[src/rtl/palette_rotate_framebuffer_writer_defines.svh]
// ----------------------------------------------------------------------------
// Palette rotate framebuffer writer: assertion macros
// Shared concurrent assertion forms, clocked on clk and disabled in reset.
// ----------------------------------------------------------------------------
`ifndef PALETTE_ROTATE_FRAMEBUFFER_WRITER_DEFINES_SVH
`define PALETTE_ROTATE_FRAMEBUFFER_WRITER_DEFINES_SVH

// consequent must hold in the same cycle as the antecedent
`define PRFW_ASSERT_SAME(lbl, ante, cons) \
  lbl: assert property (@(posedge clk) disable iff (!rst_n) (ante) |-> (cons)) \
    else $error("prfw: same-cycle check failed");

// consequent must hold in the cycle after the antecedent
`define PRFW_ASSERT_NEXT(lbl, ante, cons) \
  lbl: assert property (@(posedge clk) disable iff (!rst_n) (ante) |=> (cons)) \
    else $error("prfw: next-cycle check failed");

`endif

[src/rtl/prfw_pkg.sv]
// ----------------------------------------------------------------------------
// prfw_pkg
// Types and constants shared by the palette rotate framebuffer writer.
// ----------------------------------------------------------------------------
`default_nettype none

package prfw_pkg;

  localparam int COLOURS_PER_PALETTE = 256;
  localparam int COLOUR_W            = 8;
  localparam int ENTRY_W             = 12;
  localparam int SLOT_W              = 14;  // covers the largest palette store
  localparam int DIM_W               = 11;
  localparam int CNT_W               = 10;
  localparam int OFF_W               = 12;
  localparam int SPAN_W              = 13;
  localparam int SUM_W               = 24;
  localparam int ADDR_W              = 22;
  localparam int PAL_SEL_W           = 4;
  localparam int CFG_IDX_W           = 3;
  localparam int QUEUE_DEPTH         = 4;

  localparam logic [1:0] OP_GAMMA   = 2'd0;
  localparam logic [1:0] OP_PALETTE = 2'd1;
  localparam logic [1:0] OP_PIXEL   = 2'd2;

  localparam logic [CFG_IDX_W-1:0] CFG_SRC_WIDTH  = 3'd0;
  localparam logic [CFG_IDX_W-1:0] CFG_SRC_HEIGHT = 3'd1;
  localparam logic [CFG_IDX_W-1:0] CFG_FB_HEIGHT  = 3'd2;
  localparam logic [CFG_IDX_W-1:0] CFG_H_OFFSET   = 3'd3;
  localparam logic [CFG_IDX_W-1:0] CFG_ACTIVE_PAL = 3'd4;

  localparam logic [DIM_W-1:0]     RST_SRC_WIDTH  = 11'd320;
  localparam logic [DIM_W-1:0]     RST_SRC_HEIGHT = 11'd240;
  localparam logic [DIM_W-1:0]     RST_FB_HEIGHT  = 11'd400;
  localparam logic [DIM_W-1:0]     RST_H_OFFSET   = 11'h7FF;
  localparam logic [PAL_SEL_W-1:0] RST_ACTIVE_PAL = 4'd0;

  localparam logic [DIM_W-1:0] DIM_MAX = 11'd1024;

  typedef enum logic [1:0] {
    KIND_GAMMA,
    KIND_PALETTE,
    KIND_PIXEL
  } item_kind_t;

  typedef struct packed {
    item_kind_t                kind;
    logic [SLOT_W-1:0]         slot;       // gamma index, palette slot or lookup slot
    logic [COLOUR_W-1:0]       red;
    logic [COLOUR_W-1:0]       green;
    logic [COLOUR_W-1:0]       blue;
    logic signed [SPAN_W-1:0]  span;       // column plus offset
    logic [DIM_W-1:0]          height;     // clamped source height
    logic [DIM_W-1:0]          back;       // height - 1 - row
    logic                      frame_end;
    logic                      off_err;
    logic                      colour_ok;
  } queue_item_t;

endpackage

`default_nettype wire

[src/rtl/prfw_queue.sv]
// ----------------------------------------------------------------------------
// prfw_queue
// Short FIFO of classified beats between the front and back parts.
// ----------------------------------------------------------------------------
`default_nettype none
`include "palette_rotate_framebuffer_writer_defines.svh"

module prfw_queue (
  input  logic                  clk,
  input  logic                  rst_n,
  input  logic                  push,
  input  prfw_pkg::queue_item_t push_item,
  input  logic                  pop,
  output logic                  full,
  output logic                  head_valid,
  output prfw_pkg::queue_item_t head_item
);
  import prfw_pkg::*;

  localparam int PTR_W = $clog2(QUEUE_DEPTH);
  localparam int CNT_QW = $clog2(QUEUE_DEPTH + 1);

  queue_item_t         slots_r [QUEUE_DEPTH];
  logic [PTR_W-1:0]    wr_ptr_r, rd_ptr_r;
  logic [CNT_QW-1:0]   count_r, count_nxt;

  assign full       = count_r == CNT_QW'(QUEUE_DEPTH);
  assign head_valid = count_r != '0;
  assign head_item  = slots_r[rd_ptr_r];

  always_ff @(posedge clk) begin
    if (push) slots_r[wr_ptr_r] <= push_item;
  end

  always_comb begin
    count_nxt = count_r;
    if (push && !pop) count_nxt = count_r + CNT_QW'(1);
    else if (pop && !push) count_nxt = count_r - CNT_QW'(1);
  end

  always_ff @(posedge clk) begin
    if (!rst_n) begin
      wr_ptr_r <= '0;
      rd_ptr_r <= '0;
      count_r  <= '0;
    end else begin
      if (push) wr_ptr_r <= wr_ptr_r + PTR_W'(1);
      if (pop)  rd_ptr_r <= rd_ptr_r + PTR_W'(1);
      count_r <= count_nxt;
    end
  end

  `PRFW_ASSERT_SAME(a_q_count_bound, 1'b1, count_r <= CNT_QW'(QUEUE_DEPTH))
  `PRFW_ASSERT_NEXT(a_q_pop_only, pop && !push, count_r == $past(count_r) - CNT_QW'(1))

endmodule

`default_nettype wire

[config.mk]
export PLATFORM = sky130hd
export DESIGN_NAME = prfw_queue
export DESIGN_NICKNAME = d
export VERILOG_FILES = /design/src/rtl/prfw_pkg.sv /design/src/rtl/prfw_queue.sv
export VERILOG_INCLUDE_DIRS = /design/src /design/src/rtl
export SDC_FILE = /design/constraint.sdc
export NUM_CORES = 1
export LEC_CHECK = 0
export ABC_AREA = 1
export BUFFER_PORTS_ARGS = -buffer_cell sky130_fd_sc_hd__buf_2
export CORE_AREA = 2 2 200 202
export DETAILED_ROUTE_END_ITERATION = 12
export DIE_AREA = 0 0 202 204
export SYNTH_ARGS = -nofsm -noshare
export SYNTH_HDL_FRONTEND = slang
export SYNTH_SLANG_ARGS = --single-unit
[constraint.sdc]
create_clock -name clk -period 6.45 [get_ports clk]
set_input_delay 1.6125 -clock clk [delete_from_list [all_inputs] [get_ports clk]]
set_output_delay 1.6125 -clock clk [all_outputs]
set_load 0.1 [all_outputs]
After elaboration in Yosys (flattened, before gate mapping) --
Memories as Yosys holds them, arrays and structs flattened. A register that Yosys moved wholly into a read port is not among the register bits. Cells that the tools add are included.
Cells by class: equality and inequality tests 1, muxes and demuxes 6, add/sub/neg operators 4, reductions and logical operators 6
Operators by type and width (number):
- $mux W3 | 2
- $add A2 B1 Y2 const B | 2
- $mux W2 | 2
- $add A3 B1 Y3 const B | 1
- $eq A3 B3 Y1 const B | 1
- $reduce_bool A3 Y1 | 1
- $sub A3 B1 Y3 const B | 1
- $logic_and A1 B1 Y1 | 2
- $logic_not A1 Y1 | 2
- $mux W1 | 2
- $reduce_bool A2 Y1 | 1
Storage, ports and cells: RAM bits 312, memories kept 1, input port bits 82, output and inout bits 80, register bits after elaboration 7, word-level logic and storage cells 21
Memories:
- slots_r | words 4, bits a word 78, rd ports 1, clocked after Yosys merged registers in 1, write ports 1, line prfw_queue.sv:23 | queue_item_t slots_r [QUEUE_DEPTH];

Longest topological paths before layout --
word-level depth 4, gate-level depth with buffers 10, mapped depth without buffers 10

Least setup slack after synthesis --
OpenSTA, ideal clock, no wires.
kind reg2out, from register count_r[1], to output port full, cell stages (with the launch flop) 2, arrival time 2408 ps, data required time 4838 ps, slack 2429 ps, path buffers 0, cells stage by stage dfxtp_1 > nor3_1
On the way: cells in the longest elaborated chain, start to end 1
Ends and longest elaborated chain:
- start: declaration | line prfw_queue.sv:25 | logic [CNT_QW-1:0] count_r, count_nxt;
- start signal: assignment | line prfw_queue.sv:49 | count_r <= count_nxt;
- $eq A3 B3 Y1 | line prfw_queue.sv:27 | assign full = count_r == CNT_QW'(QUEUE_DEPTH);
- end: declaration | line prfw_queue.sv:14 | output logic full,
No other way between the ends.

==> impl_metrics.tcl <==
set metrics [dict create \
    mostFrequentLayoutCells "edfxtp_1 (312), nor2_1 (162), buf_2 (161)" \
    wl_per_cell_um 17.5 \
    clkPwrFrac_pct 37.0 \
    mostFrequentLayoutCell "edfxtp_1" \
    grt_pass1_wl_mm 40.9 \
    syn_to_final_growth_pct 19.4 \
    drt_iter0_markers 454 \
    holdBufCountCts 0 \
    rsz0062_at_grt "false" \
    synth.top_cell.area_share_pct 78.0 \
    drtPass1Iterations 5 \
    reg2reg_from "wr_ptr_r[1]$_SDFFE_PN0P_" \
    die_x_um 202 \
    numClockSinks 321 \
    status "complete, no violations" \
    synth_area_leaders "edfxtp_1 (78%), nor2_1 (5.1%), o22ai_1 (4.1%), o21ai_0 (4.0%), o21ai_1 (2.7%)" \
    gp_routability_congestion 0.717 \
    cts_resized 0 \
    yosys_warnings 0 \
    dieArea_um2 41200 \
    grt_max_degree 80 \
    synth_cells 813 \
    clock_latency_ns 0.55 \
    arrival_ns 3.32 \
    total_power_uw 5230 \
    cts_tree "built" \
    cap_violations 0 \
    via_count 7202 \
    p_sw_uw 1580 \
    ys_seq_elements 321 \
    dpl.cell_count 1458 \
    vias_per_cell 4.73 \
    grtUsageMet1_pct 17.0 \
    path_class "flop to primary output" \
    hold_violations 0 \
    p_comb_share_pct 16.9 \
    cts_made_buffers 36 \
    nets 1059 \
    htreeDepth 2 \
    numPortBuffers 161 \
    setup-tns-final_ns 0 \
    worstHoldPathType "flop to flop" \
    cts.clk_slew.worst_paths_ns 0.06 \
    yosys.area.top_type "edfxtp_1" \
    period_needed_ns 4.93 \
    power_leakage_uw 0.00494 \
    required_ns 4.84 \
    grt-busiest-layer "met2" \
    antenna_left 0 \
    core_um2 39200 \
    synth_cell_types 21 \
    overflow 0 \
    p_sw_share_pct 30.1 \
    worstSetupStartpointType "flop" \
    die_y_um 204 \
    endpoint_kind "primary output" \
    hold_slack_ns 0.440 \
    num_rows 73 \
    irDropWorstVdd_mv 0.240 \
    start_util_pct 30.7 \
    syn_area_um2 12000 \
    slew_violations 0 \
    power_density_nw_per_um2 365 \
    worstMarginPinSlew_ns 1.15 \
    antenna_found_initial 6 \
    dp_hpwl_mm 14.5 \
    instances_no_fill 1523 \
    cts_setup_buffers 0 \
    grt_use_met2_pct 20.2 \
    drc_errors 0 \
    syn_nets 901 \
    io_pins 162 \
    finClkSkew_ns 0.0206 \
    synth.avg_cell_area_um2 14.8 \
    clk_path_buf_depth 3 \
    max-slew-margin-rel_pct 23.2 \
    setup_viol 0 \
    p_seq_share_pct 46.1 \
    wl_mm 26.6 \
    grt_use_met3_pct 3.84 \
    period_share_pct 76.5 \
    drive_gt1_share_pct 22.7 \
    fillers 3719 \
    internal-power_uw 3650 \
    grt_usage_pct 12.9 \
    hp-start "rd_ptr_r[1]$_SDFFE_PN0P_" \
    crit_path_max_fanout 60 \
    max_clock_freq_mhz 203 \
    ys_seq_area_share_pct 79.5 \
    first_global_vias 7217 \
    ctsRootBufferMaster "clkbuf_16" \
]
==> sequential cells by signal, indices dropped and copies added, names as in the netlist, named ones only <==
| signal | flops |
|---|---|
| wr_ptr_r | 2 |
| count_r | 3 |
| slots_r | 312 |
| rd_ptr_r | 2 |
==> synthesized netlist by cell type <==
cell	instances
edfxtp_1	312
nor2_1	162
o21ai_0	97
o22ai_1	78
o21ai_1	65
inv_1	15
buf_6	14
clkbuf_1	14
buf_2	12
nand2_1	10
dfxtp_1	9
buf_4	5
clkbuf_2	5
ha_1	5
a21oi_1	4
fa_1	1
inv_2	1
inv_4	1
nand3_1	1
nand4_1	1
nor3_1	1
==> stage by stage <==
stage                     area, um2  setup slack [ns]  utilization, %
final                         14300              1.52            36.6
after global routing          14300              1.20            36.6
after floorplan               12000              2.43               -
after global placement        13200              1.97            33.8
after CTS                     14300              1.36            36.6
after detailed placement      13200              1.95            33.8
==> final timing paths <==
path / end / cells past startpoint / slack [ns]
setup reg to reg: slots_r[1][43]$_DFFE_PP_ / 5 / 4.22
hold / removal: flop / 1 / 0.44
hold reg to reg: flop / 1 / 0.44
setup / recovery: head_item[50] / 5 / 1.52
==> layout make-up <==
class | count | area, um2 | area share, %
well taps | 525 | 657 | 4.58
multi-input cells | 425 | 2060 | 14.4
clock buffers | 48 | 967 | 6.74
flip-flops and latches | 321 | 9550 | 66.6
clock inverters | 16 | 140 | 0.977
diodes | 1 | 2.50 | 0.0174
inverters | 17 | 76.3 | 0.532
repair buffers | 170 | 886 | 6.17
==> worst max-delay path: stages, from the launching register on <==
cell	delay (ns)
dfxtp_4	0.67
buf_4	0.52
buf_4	0.61
o21ai_0	0.19
o22ai_1	0.28
buf_2	0.47
==> power groups by stage <==
stage / registers [uW] / logic (uW) / clock network (uW)
6_report: 2410 / 886 / 1930
5_1_grt: 2420 / 936 / 2070
4_1_cts: 2410 / 897 / 1990
3_5_place_dp: 2450 / 896 / 0
3_3_place_gp: 2450 / 889 / 0
2_1_floorplan: 2450 / 723 / 0
==> layer usage <==
metal / vias up / share of wire [%]
met1: 3522 / 45
met4: 10 / 2.5
met3: 58 / 7.4
met2: 218 / 45
li1: 3394 / -
met5: - / 0.27
==> cells by family (layout without fill, tap and decap cells) <==
| logic type | Yosys count | after routing | share of synthesized area, % |
|---|---|---|---|
| other | 0 | 1 | 0 |
| AND/OR/NAND/NOR | 175 | 175 | 5.51 |
| flip-flops | 321 | 321 | 79.5 |
| buffers and inverters | 67 | 251 | 3.32 |
| adder cells (fa/ha/maj) | 6 | 6 | 0.688 |
| AO/OA/AOI/OAI | 244 | 244 | 11.0 |
Power figures use the tool's default switching activity.
