## config.mk

```make
export PLATFORM = sky130hd
export DESIGN_NAME = prfw_front
export DESIGN_NICKNAME = d
export VERILOG_FILES = /design/src/rtl/palette_rotate_framebuffer_writer_defines.svh /design/src/rtl/prfw_pkg.sv /design/src/rtl/prfw_front.sv
export SDC_FILE = /design/constraint.sdc
export NUM_CORES = 1
export LEC_CHECK = 0
export BUFFER_PORTS_ARGS = -buffer_cell sky130_fd_sc_hd__buf_2
export CORE_UTILIZATION = 28
export CTS_CLUSTER_DIAMETER = 30
export DETAILED_ROUTE_END_ITERATION = 16
export MAX_ROUTING_LAYER = met4
export PLACE_DENSITY = 0.48
export SETUP_SLACK_MARGIN = 0.4
export SLEW_MARGIN = 25
export SYNTH_ARGS = -nofsm -noshare
export SYNTH_HDL_FRONTEND = slang
export SYNTH_SLANG_ARGS = --single-unit
```

## constraint.sdc

```tcl
create_clock -name clk -period 18.3 [get_ports clk]
set_input_delay 3.66 -clock clk [delete_from_list [all_inputs] [get_ports clk]]
set_output_delay 3.66 -clock clk [all_outputs]
set_load 0.01 [all_outputs]
```

## src/rtl/palette_rotate_framebuffer_writer_defines.svh

```systemverilog
// ----------------------------------------------------------------------------
// Palette rotate framebuffer writer: assertion macros
// Shared concurrent assertion forms, clocked on clk and disabled in reset.
// ----------------------------------------------------------------------------
`ifndef PALETTE_ROTATE_FRAMEBUFFER_WRITER_DEFINES_SVH
`define PALETTE_ROTATE_FRAMEBUFFER_WRITER_DEFINES_SVH

// consequent must hold in the same cycle as the antecedent
`define PRFW_ASSERT_SAME(lbl, ante, cons) \
  lbl: assert property (@(posedge clk) disable iff (!rst_n) (ante) |-> (cons)) \
    else $error("prfw: same-cycle check failed");

// consequent must hold in the cycle after the antecedent
`define PRFW_ASSERT_NEXT(lbl, ante, cons) \
  lbl: assert property (@(posedge clk) disable iff (!rst_n) (ante) |=> (cons)) \
    else $error("prfw: next-cycle check failed");

`endif

```

## src/rtl/prfw_pkg.sv

```systemverilog
// ----------------------------------------------------------------------------
// prfw_pkg
// Types and constants shared by the palette rotate framebuffer writer.
// ----------------------------------------------------------------------------
`default_nettype none

package prfw_pkg;

  localparam int COLOURS_PER_PALETTE = 256;
  localparam int COLOUR_W            = 8;
  localparam int ENTRY_W             = 12;
  localparam int SLOT_W              = 14;  // covers the largest palette store
  localparam int DIM_W               = 11;
  localparam int CNT_W               = 10;
  localparam int OFF_W               = 12;
  localparam int SPAN_W              = 13;
  localparam int SUM_W               = 24;
  localparam int ADDR_W              = 22;
  localparam int PAL_SEL_W           = 4;
  localparam int CFG_IDX_W           = 3;
  localparam int QUEUE_DEPTH         = 4;

  localparam logic [1:0] OP_GAMMA   = 2'd0;
  localparam logic [1:0] OP_PALETTE = 2'd1;
  localparam logic [1:0] OP_PIXEL   = 2'd2;

  localparam logic [CFG_IDX_W-1:0] CFG_SRC_WIDTH  = 3'd0;
  localparam logic [CFG_IDX_W-1:0] CFG_SRC_HEIGHT = 3'd1;
  localparam logic [CFG_IDX_W-1:0] CFG_FB_HEIGHT  = 3'd2;
  localparam logic [CFG_IDX_W-1:0] CFG_H_OFFSET   = 3'd3;
  localparam logic [CFG_IDX_W-1:0] CFG_ACTIVE_PAL = 3'd4;

  localparam logic [DIM_W-1:0]     RST_SRC_WIDTH  = 11'd320;
  localparam logic [DIM_W-1:0]     RST_SRC_HEIGHT = 11'd240;
  localparam logic [DIM_W-1:0]     RST_FB_HEIGHT  = 11'd400;
  localparam logic [DIM_W-1:0]     RST_H_OFFSET   = 11'h7FF;
  localparam logic [PAL_SEL_W-1:0] RST_ACTIVE_PAL = 4'd0;

  localparam logic [DIM_W-1:0] DIM_MAX = 11'd1024;

  typedef enum logic [1:0] {
    KIND_GAMMA,
    KIND_PALETTE,
    KIND_PIXEL
  } item_kind_t;

  typedef struct packed {
    item_kind_t                kind;
    logic [SLOT_W-1:0]         slot;       // gamma index, palette slot or lookup slot
    logic [COLOUR_W-1:0]       red;
    logic [COLOUR_W-1:0]       green;
    logic [COLOUR_W-1:0]       blue;
    logic signed [SPAN_W-1:0]  span;       // column plus offset
    logic [DIM_W-1:0]          height;     // clamped source height
    logic [DIM_W-1:0]          back;       // height - 1 - row
    logic                      frame_end;
    logic                      off_err;
    logic                      colour_ok;
  } queue_item_t;

endpackage

`default_nettype wire

```

## src/rtl/prfw_front.sv

```systemverilog
// ----------------------------------------------------------------------------
// prfw_front
// Config registers, beat classification, raster counters, address operands.
// ----------------------------------------------------------------------------
`default_nettype none

module prfw_front #(
  parameter int PALETTE_COUNT = 16
) (
  input  logic                               clk,
  input  logic                               rst_n,
  input  logic                               cfg_we,
  input  logic [prfw_pkg::CFG_IDX_W-1:0]     cfg_index,
  input  logic [prfw_pkg::DIM_W-1:0]         cfg_wdata,
  input  logic                               in_valid,
  input  logic [1:0]                         in_operation,
  input  logic [prfw_pkg::ENTRY_W-1:0]       in_entry,
  input  logic [prfw_pkg::COLOUR_W-1:0]      in_red_in,
  input  logic [prfw_pkg::COLOUR_W-1:0]      in_green_in,
  input  logic [prfw_pkg::COLOUR_W-1:0]      in_blue_in,
  input  logic                               q_full,
  output logic                               in_stall,
  output logic                               push,
  output prfw_pkg::queue_item_t              push_item
);
  import prfw_pkg::*;

  localparam int STORE_DEPTH = PALETTE_COUNT * COLOURS_PER_PALETTE;

  logic [DIM_W-1:0]     sw_r, sh_r, fbh_r, hoff_r;
  logic [PAL_SEL_W-1:0] active_r;
  logic [CNT_W-1:0]     col_r, row_r, col_nxt, row_nxt;

  logic                 accept, keep, col_last, row_last;
  logic [DIM_W-1:0]     sw_c, sh_c, sh_m1, back;
  logic [CNT_W-1:0]     row_c;
  logic signed [OFF_W-1:0] diff, half, off;

  // configuration
  always_ff @(posedge clk) begin
    if (!rst_n) begin
      sw_r     <= RST_SRC_WIDTH;
      sh_r     <= RST_SRC_HEIGHT;
      fbh_r    <= RST_FB_HEIGHT;
      hoff_r   <= RST_H_OFFSET;
      active_r <= RST_ACTIVE_PAL;
    end else if (cfg_we) begin
      unique case (cfg_index)
        CFG_SRC_WIDTH:  sw_r     <= cfg_wdata;
        CFG_SRC_HEIGHT: sh_r     <= cfg_wdata;
        CFG_FB_HEIGHT:  fbh_r    <= cfg_wdata;
        CFG_H_OFFSET:   hoff_r   <= cfg_wdata;
        CFG_ACTIVE_PAL: active_r <= cfg_wdata[PAL_SEL_W-1:0];
        default: ;
      endcase
    end
  end

  assign in_stall = q_full;
  assign accept   = in_valid && !in_stall;

  always_comb begin
    sw_c = (sw_r == '0) ? DIM_W'(1) : ((sw_r > DIM_MAX) ? DIM_MAX : sw_r);
    sh_c = (sh_r == '0) ? DIM_W'(1) : ((sh_r > DIM_MAX) ? DIM_MAX : sh_r);
    sh_m1 = sh_c - DIM_W'(1);
    // counter past a shrunk height sits on the last line
    row_c = ({1'b0, row_r} > sh_m1) ? sh_m1[CNT_W-1:0] : row_r;
    back  = sh_m1 - {1'b0, row_c};

    diff = $signed({1'b0, fbh_r}) - $signed({1'b0, sw_c});
    // halve toward zero
    half = (diff + $signed({{(OFF_W-1){1'b0}}, diff[OFF_W-1]})) >>> 1;
    off  = hoff_r[DIM_W-1] ? half : $signed({hoff_r[DIM_W-1], hoff_r});

    col_last = ({1'b0, col_r} + DIM_W'(1) >= sw_c) || (col_r == '1);
    row_last = ({1'b0, row_r} + DIM_W'(1) >= sh_c) || (row_r == '1);
  end

  always_comb begin
    push_item           = '0;
    push_item.red       = in_red_in;
    push_item.green     = in_green_in;
    push_item.blue      = in_blue_in;
    push_item.span      = $signed({3'b000, col_r}) + $signed({off[OFF_W-1], off});
    push_item.height    = sh_c;
    push_item.back      = back;
    push_item.frame_end = col_last && row_last;
    push_item.off_err   = off > diff;
    push_item.colour_ok = 32'(active_r) < PALETTE_COUNT;
    keep                = 1'b0;
    unique case (in_operation)
      OP_GAMMA: begin
        push_item.kind = KIND_GAMMA;
        push_item.slot = SLOT_W'(in_entry);
        keep           = in_entry[ENTRY_W-1:COLOUR_W] == '0;
      end
      OP_PALETTE: begin
        push_item.kind = KIND_PALETTE;
        push_item.slot = SLOT_W'(in_entry);
        keep           = 32'(in_entry) < STORE_DEPTH;
      end
      OP_PIXEL: begin
        push_item.kind = KIND_PIXEL;
        push_item.slot = SLOT_W'({active_r, in_entry[COLOUR_W-1:0]});
        keep           = 1'b1;
      end
      default: keep = 1'b0;
    endcase
  end

  assign push = accept && keep;

  always_comb begin
    col_nxt = col_r;
    row_nxt = row_r;
    if (accept && in_operation == OP_PIXEL) begin
      if (col_last) begin
        col_nxt = '0;
        row_nxt = row_last ? '0 : row_r + CNT_W'(1);
      end else begin
        col_nxt = col_r + CNT_W'(1);
      end
    end
  end

  always_ff @(posedge clk) begin
    if (!rst_n) begin
      col_r <= '0;
      row_r <= '0;
    end else begin
      col_r <= col_nxt;
      row_r <= row_nxt;
    end
  end

endmodule

`default_nettype wire

```

# Word-level counts from Yosys, hierarchy flattened
# Cells that the tools add are included.
[totals]
regBits = 68
word_cells = 59
inputBits = 57
[classes]
n_mux = 10
reduce_logical = 19
addsub = 9
eq_ne = 8
order_cmp = 6
[op_table]
columns = ["cell", "n"]
rows = [
  ["$pmux 16 s3", 1],
  ["$mux 11", 4],
  ["$mux 10", 3],
  ["$add 10x1->11 const B", 2],
  ["$ge 11x11->1", 2],
  ["$gt 11x11->1 const B", 2],
  ["$logic_not 11->1", 2],
  ["$add 10x1->10 const B", 2],
  ["$eq 10x10->1 const B", 2],
  ["$add 11x12->13", 1],
  ["$add 12x2->12", 1],
  ["$gt 12x12->1", 1],
  ["$mux 12", 1],
  ["$reduce_and 2->1", 6],
  ["$sub 11x11->12", 1],
  ["$gt 10x11->1", 1],
  ["$sub 11x1->11 const B", 1],
  ["$sub 11x10->11", 1],
  ["$eq 3x2->1 const B", 2],
  ["$logic_and 1x1->1", 4],
  ["$logic_not 4->1", 1],
  ["$eq 3x1->1 const B", 1],
  ["$eq 3x3->1 const B", 1],
  ["$logic_not 3->1", 1],
  ["other kinds (7)", 8],
]

# Longest topological paths before layout
# Gate-level depths: netlist of run 1.
[depth]
ltp_word = 7
mapped_depth = 33
depth_no_buf = 31

# Least setup slack after synthesis of run 1
# No wires, ideal clock.
[synth_path]
path_type = "register -> output"
startpoint = "register sh_r[5]"
endpoint = "output port push_item[13] in the netlist's numbering"
required_time_ns = 14.640
arrival_time_ns = 6.349
n_path_buf = 2
stages_incl_launch_ff = 34
path_slack_ns = 8.291
path_cell_list = "dfxtp_1 -> buf_6 -> or3_4 -> nor3_1 -> nand3_1 -> nand2b_1 -> nand2_1 -> ha_1 -> clkbuf_1 -> nor3b_1 -> o21ai_0 -> inv_1 -> ha_1 -> nand3_1 -> o21bai_1 -> a31oi_1 -> a311oi_1 -> nor4_1 -> maj3_1 -> maj3_2 -> a21oi_4 -> mux2i_1 -> ha_1 -> inv_1 -> fa_1 -> nand2_1 -> nand2_1 -> a21oi_1 -> o21ai_0 -> a21oi_1 -> o21ai_0 -> maj3_1 -> a21oi_1 -> o22ai_1"
[synth_lines]
columns = ["item", "line_no", "rtl"]
rows = [
  ["start, declared", "prfw_front.sv:30", "logic [DIM_W-1:0] sw_r, sh_r, fbh_r, hoff_r;"],
  ["start signal, assigned", "prfw_front.sv:50", "CFG_SRC_HEIGHT: sh_r <= cfg_wdata;"],
  ["end, declared", "prfw_front.sv:24", "output prfw_pkg::queue_item_t push_item"],
]

==> results of run 1 <==
logic make-up (layout without fill, tap and decap cells):
logic type	after synthesis	after routing	synth area share, %
and+or+nand+nor	340	340	25.3
AOI/OAI and AO/OA	180	180	17.9
buffers and inverters	108	152	8.27
adders and majority gates	85	85	17.1
DFF	68	68	21.6
xor gates and xnor gates	49	49	6.80
muxes	18	18	2.96
other	2	3	0.119
sequential cells by signal (all words and copies together) (netlist names):
name      count
active_r      4
col_r        10
fbh_r        11
hoff_r       11
row_r        10
sh_r         11
sw_r         11
cell usage after synthesis, types with 2 or more instances:
cell type,count
and3b_1,2
xnor2_1,28
clkbuf_1,28
a21o_1,12
or2_2,4
xor2_1,21
o31ai_1,4
a31o_2,2
buf_4,29
mux2i_1,13
nand4_1,3
nor4_1,8
maj3_1,2
a22oi_1,5
nor2_1,53
o21ai_1,2
a21boi_0,2
or3_1,10
o21ai_0,26
fa_1,3
nand3b_1,2
o21bai_1,6
nand3_1,44
or4_1,3
o22ai_1,7
dfxtp_1,68
and2_1,9
a21oi_1,78
a41oi_1,2
a31oi_1,4
and3_1,9
nand2b_1,7
ha_1,79
o21a_1,12
nand2_1,147
nor3_1,11
conb_1,2
inv_1,48
nor2b_1,15
nor3b_1,6
mux2_2,5
stage by stage:
stage	utilization (%)	total power [uW]	setup slack (ps)
global placement	30.8	267	7670
finish	32.2	446	7210
global route	32.2	472	6530
detailed placement	30.8	266	7590
floorplan	-	237	8290
CTS	32.2	452	7190
tightest hold or removal path, stage by stage, from the launching register on:
cell,delay (ps)
dfxtp_1,310
nand2_1,50
a21oi_1,50
power breakdown:
group / internal (uW) / switching, uW / leakage [uW] / total, uW
Clock: 110 / 73.0 / 0.000145 / 183
Combinational: 44.9 / 64.0 / 0.00255 / 109
Sequential: 151 / 3.01 / 0.000551 / 154
Total: 306 / 140 / 0.00325 / 446
routing by layer:
| metal | vias to the layer above | part of all wire, % | track usage, % |
|---|---|---|---|
| met5 | - | 0 | - |
| met4 | 0 | 1.2 | 3.55 |
| met2 | 126 | 44 | 24.9 |
| met3 | 16 | 4.1 | 2.54 |
| li1 | 3015 | - | - |
| met1 | 2633 | 51 | 21.8 |
final timing paths:
check | slack, ps | endpoint | cells after the start
setup / recovery | 7210 | push_item[13] | 32
hold / removal | 460 | fbh_r[2]$_SDFFE_PN0P_ | 2
setup reg to reg | 14040 | row_r[0]$_SDFFE_PN0P_ | 15
hold reg to reg | 460 | fbh_r[2]$_SDFFE_PN0P_ | 2
final cells by class:
class                   instances  area (um2)  share of cell area (%)
inverters                      49         184                    2.60
clock buffers                  10         239                    3.38
repair buffers                 87         440                    6.22
flip-flops and latches         68        1360                    19.2
multi-input cells             675        4430                    62.6
well taps                     280         350                    4.95
clock inverters                 6        71.3                    1.01
==> results.yml, run 1 <==
run_status:
  outcome: "finished with violations"
  violations: "DRC"
floorplan:
  die-area_mm2: 0.0231
  ioPinCount: 137
  core_area_mm2: 0.0220
  die_w_um: 152
  fp-row-count: 54
  die_h_um: 152
  initial_core_util_pct: 28.7
timing:
  fmax_mhz: 90.1
  max_slew_margin_pct: 44.5
  tightest_slew_ps: 812
  setup_viol: 0
  drv_slew: 0
  whs_ps: 462
  setup_tns_ps: 0
  rsz0062_at_grt: "no"
  hold_viol: 0
  period_minus_slack_ps: 11090
  fin_crit_sh_pct: 60.6
  skew_ps: 7.51
cts:
  cts_resized: 0
  h-tree-depth: 3
  max-clock-path-buffers: 2
  numCtsBuffers: 9
  hold_buffers: 0
  worstSkewPairLatency_ps: 340
  cts.reportedPaths.clkPinSlew_ps: 60
  cts_root_buf: "clkbuf_16"
  cts_tree: "built"
  cts_sinks: 68
  post_cts_buffers: 0
setup_path:
  crit_family: "adder cells"
  cp.required_ps: 14640
  crit_arrival_ps: 7430
  r2r-start: "sh_r[5]$_SDFFE_PN1P_"
  slowest_delay_ps: 470
  crit_path_start_kind: "register"
  critPathMaxFanout: 10
  cp_slowest_cell: "or3_4"
  worst-path-buf-inv: 3
  cp-startpoint: "sh_r[5]$_SDFFE_PN1P_"
  end_kind: "primary output"
  crit_type: "register to primary output"
drt:
  drt-total-wl_um: 17800
  routedWlPerCell_um: 15.1
  vias_per_cell: 4.93
  drtIter0Drc: 301
  vias: 5790
  drtAntennaViolNets: 0
  firstDrtPassIters: 11
  drc: 10
synthesis:
  yosysWarnings: 0
  async_flop_share_pct: 0
  yosysTopAreaCell: "dfxtp_1"
  syn_avg_cell_area_um2: 7.42
  netlist-cell-type-count: 70
  synthesis.area_mm2: 0.00631
  seq_area_frac_synth_pct: 21.6
  synth-edff-count: 0
  synth_top_area_share_pct: 21.6
  ys_seq_elements: 68
  dominantRegCellSynth: "dfxtp_1"
  syn_inst: 850
  synthTopCellsByArea: "dfxtp_1, ha_1, nand2_1"
placed_design:
  port_buffers: 85
  gp_congestion: 0.867
  placed_area_mm2: 0.00677
  dpl.hpwl_um: 14100
  dp.cells: 1159
pwr:
  power_density_mw_per_mm2: 63.1
  cellLeakagePower_uw: 0.00325
  vdd_ir_drop_max_mv: 0.0354
worst_hold_path:
  hold_class: "register to register"
  min_from: "fbh_r[2]$_SDFFE_PN0P_"
final_layout:
  mostFrequentLayoutCells: "nand2_1, buf_2, ha_1"
  n_fill_cell: 2375
  final_nets: 1029
  final-instance-count-excl-fill: 1175
  n_antenna_cell: 0
  final_common_cell: "nand2_1"
  fin_area_mm2: 0.00708
  area_growth_pct: 12.2
  drive_gt1_share_pct: 13.7
global_routing:
  grt_max_degree: 44
  grt_pass1_wl_um: 29000
  grt_usage_pct: 16.0
  grt.overflow.total: 0
  grt_pass1_vias: 5525
  antenna_found_initial: 0
flow_run:
  maxCapViolations: 0
No activity file was read; power rests on OpenSTA's default activity.
==> run 2: changes to the inputs <==
Settings changed: PLACE_DENSITY 0.48 to 0.49.
Clock period 18.3 ns to 9.5 ns, I/O delays scaled along.
==> run 2 against run 1 <==
The run still ends with DRC left. First-iteration DRC count grew 6.3%. Non-clock buffer count is 2 higher. Clock skew is 0.74 ps lower. Worst hold slack lost 5.7 ps. Clock-buffer cell count fell by 1. Wire length is 1.1% higher. Via count rose by 0.12%. Sequential cell count unchanged. Global-route usage is 0.28 points higher. Final cell count grew 0.17%. Final area is 0.74% higher. Total power is 96% higher. Critical path type unchanged. Critical endpoint unchanged.
==> results.yml, run 2 (synthesis results as in run 1) <==
floorplan:
  die_w_um: 152
  ioPinCount: 137
  core_area_mm2: 0.0220
  die_h_um: 152
  fp-row-count: 54
  die-area_mm2: 0.0231
  initial_core_util_pct: 28.7
pwr:
  vdd_ir_drop_max_mv: 0.0661
  fin_total_pwr_uw: 875
  power_density_mw_per_mm2: 123
  cellLeakagePower_uw: 0.00327
setup_path:
  worst-path-buf-inv: 3
  critPathMaxFanout: 10
  cp_common_cell: "nand2_1"
  crit_path_start_kind: "register"
  r2r_end: "row_r[0]$_SDFFE_PN0P_"
  cp.required_ps: 7600
  cp.depth: 30
  crit_type: "register to primary output"
  cp_slowest_cell: "or3_4"
  crit_family: "adder cells"
  slowest_delay_ps: 450
  worstRegToRegCells: 15
  crit_arrival_ps: 6760
  r2r_setup_slack_ps: 5420
  r2r-start: "sh_r[5]$_SDFFE_PN1P_"
  end_kind: "primary output"
timing:
  tightest_slew_ps: 738
  drv_slew: 0
  period_minus_slack_ps: 8660
  setup_slack_ps: 844
  rsz0062_at_grt: "no"
  hold_viol: 0
  fin_crit_sh_pct: 91.1
  max_slew_margin_pct: 49.5
  setup_viol: 0
  setup_tns_ps: 0
  skew_ps: 6.77
  fmax_mhz: 116
worst_hold_path:
  hold_path_end: "fbh_r[0]$_SDFFE_PN0P_"
  hold_depth: 2
  hold_class: "register to register"
  min_from: "fbh_r[0]$_SDFFE_PN0P_"
drt:
  drt-total-wl_um: 18000
  drc: 16
  vias_per_cell: 4.93
  vias: 5797
  routedWlPerCell_um: 15.3
  drtIter0Drc: 320
  firstDrtPassIters: 10
  drtAntennaViolNets: 0
placed_design:
  gp_congestion: 0.914
  port_buffers: 85
  dpl.hpwl_um: 14100
  dp_slack_ps: 498
final_layout:
  drive_gt1_share_pct: 14.7
  area_growth_pct: 13.0
  mostFrequentLayoutCells: "nand2_1, buf_2, ha_1"
  n_fill_cell: 2319
  final_nets: 1031
  n_antenna_cell: 0
  final_common_cell: "nand2_1"
global_routing:
  grt_usage_pct: 16.3
  grt.overflow.total: 0
  antenna_found_initial: 0
  grt_pass1_vias: 5583
  grt_max_degree: 38
  grt_pass1_wl_um: 29600
cts:
  hold_buffers: 0
  cts_root_buf: "clkbuf_16"
  cts_tree: "built"
  cts_sinks: 68
  cts.reportedPaths.clkPinSlew_ps: 60
  max-clock-path-buffers: 2
  worstSkewPairLatency_ps: 340
  numCtsBuffers: 9
  h-tree-depth: 3
run_status:
  outcome: "finished with violations"
  violations: "DRC"
flow_run:
  maxCapViolations: 0
-- run 2: cell types whose count changed in the layout (fill, tap and decap cells not counted), moves of 2 or more --
cell     change
a21oi_1      -2
a21oi_2      +2
buf_4        +2
o21ai_0      -4
o21ai_1      +3
-- run 2: worst register-to-register path, cell delays in order (launching register included) --
cell and delay [ps]:
dfxtp_2 380, or3_4 450, nor3_2 170, nand3_1 120, nand2b_1 120, nand2_1 110, ha_1 350, nand2b_1 150
a21o_1 180, a21o_1 170, a21o_1 180, a21o_1 180, a31oi_1 390, nor2b_1 620, nand2_1 210, o22ai_1 210
-- run 2: final cells by class --
type / count / area, um2 / share of cell area [%]
multi-input combinational: 675 / 4450 / 62.5
sequential: 68 / 1360 / 19.1
timing repair buffer: 89 / 455 / 6.39
tap: 280 / 350 / 4.91
clock buffer: 9 / 225 / 3.16
inverter: 49 / 184 / 2.58
clock inverter: 7 / 98.8 / 1.39
-- run 2: power breakdown --
group          internal [uW]  switching, uW
logic                   86.8            123
registers                291           6.01
clock network            231            138
total                    609            267
-- run 2: metal layers --
metal / up-vias / global-route usage, % / part of all wire (%)
li1: 3005 / - / -
met1: 2660 / 22.7 / 51
met2: 123 / 25.1 / 45
met3: 9 / 2.45 / 3.6
met4: 0 / 3.01 / 0.44
met5: - / - / 0
-- run 2: worst max path at each step --
stage / start / to
finish: sh_r[5]$_SDFFE_PN1P_ / push_item[13]
global route: sh_r[5]$_SDFFE_PN1P_ / push_item[12]
CTS: sh_r[5]$_SDFFE_PN1P_ / push_item[13]
detailed placement: sh_r[5]$_SDFFE_PN1P_ / push_item[13]
global placement: sh_r[5]$_SDFFE_PN1P_ / push_item[13]
floorplan: sh_r[5]$_SDFFE_PN1P_ / push_item[13]
-- run 2: timing repair --
| action | CTS | global route |
|---|---|---|
| pin swaps | 1 | 2 |
| gates resized for setup | 1 | 10 |
| setup buffers | 1 | 0 |
| endpoints found under the setup margin | 1 | 4 |
-- run 2: stage by stage --
stage | instances | hold WS, ps | utilization, % | instance area (um2)
floorplan | 851 | 436 | - | 6310
global placement | 1160 | 443 | 30.8 | 6770
detailed placement | 1160 | 448 | 30.8 | 6770
CTS | 1177 | 456 | 32.4 | 7100
global route | 1177 | 476 | 32.5 | 7130
finish | 1177 | 456 | 32.5 | 7130
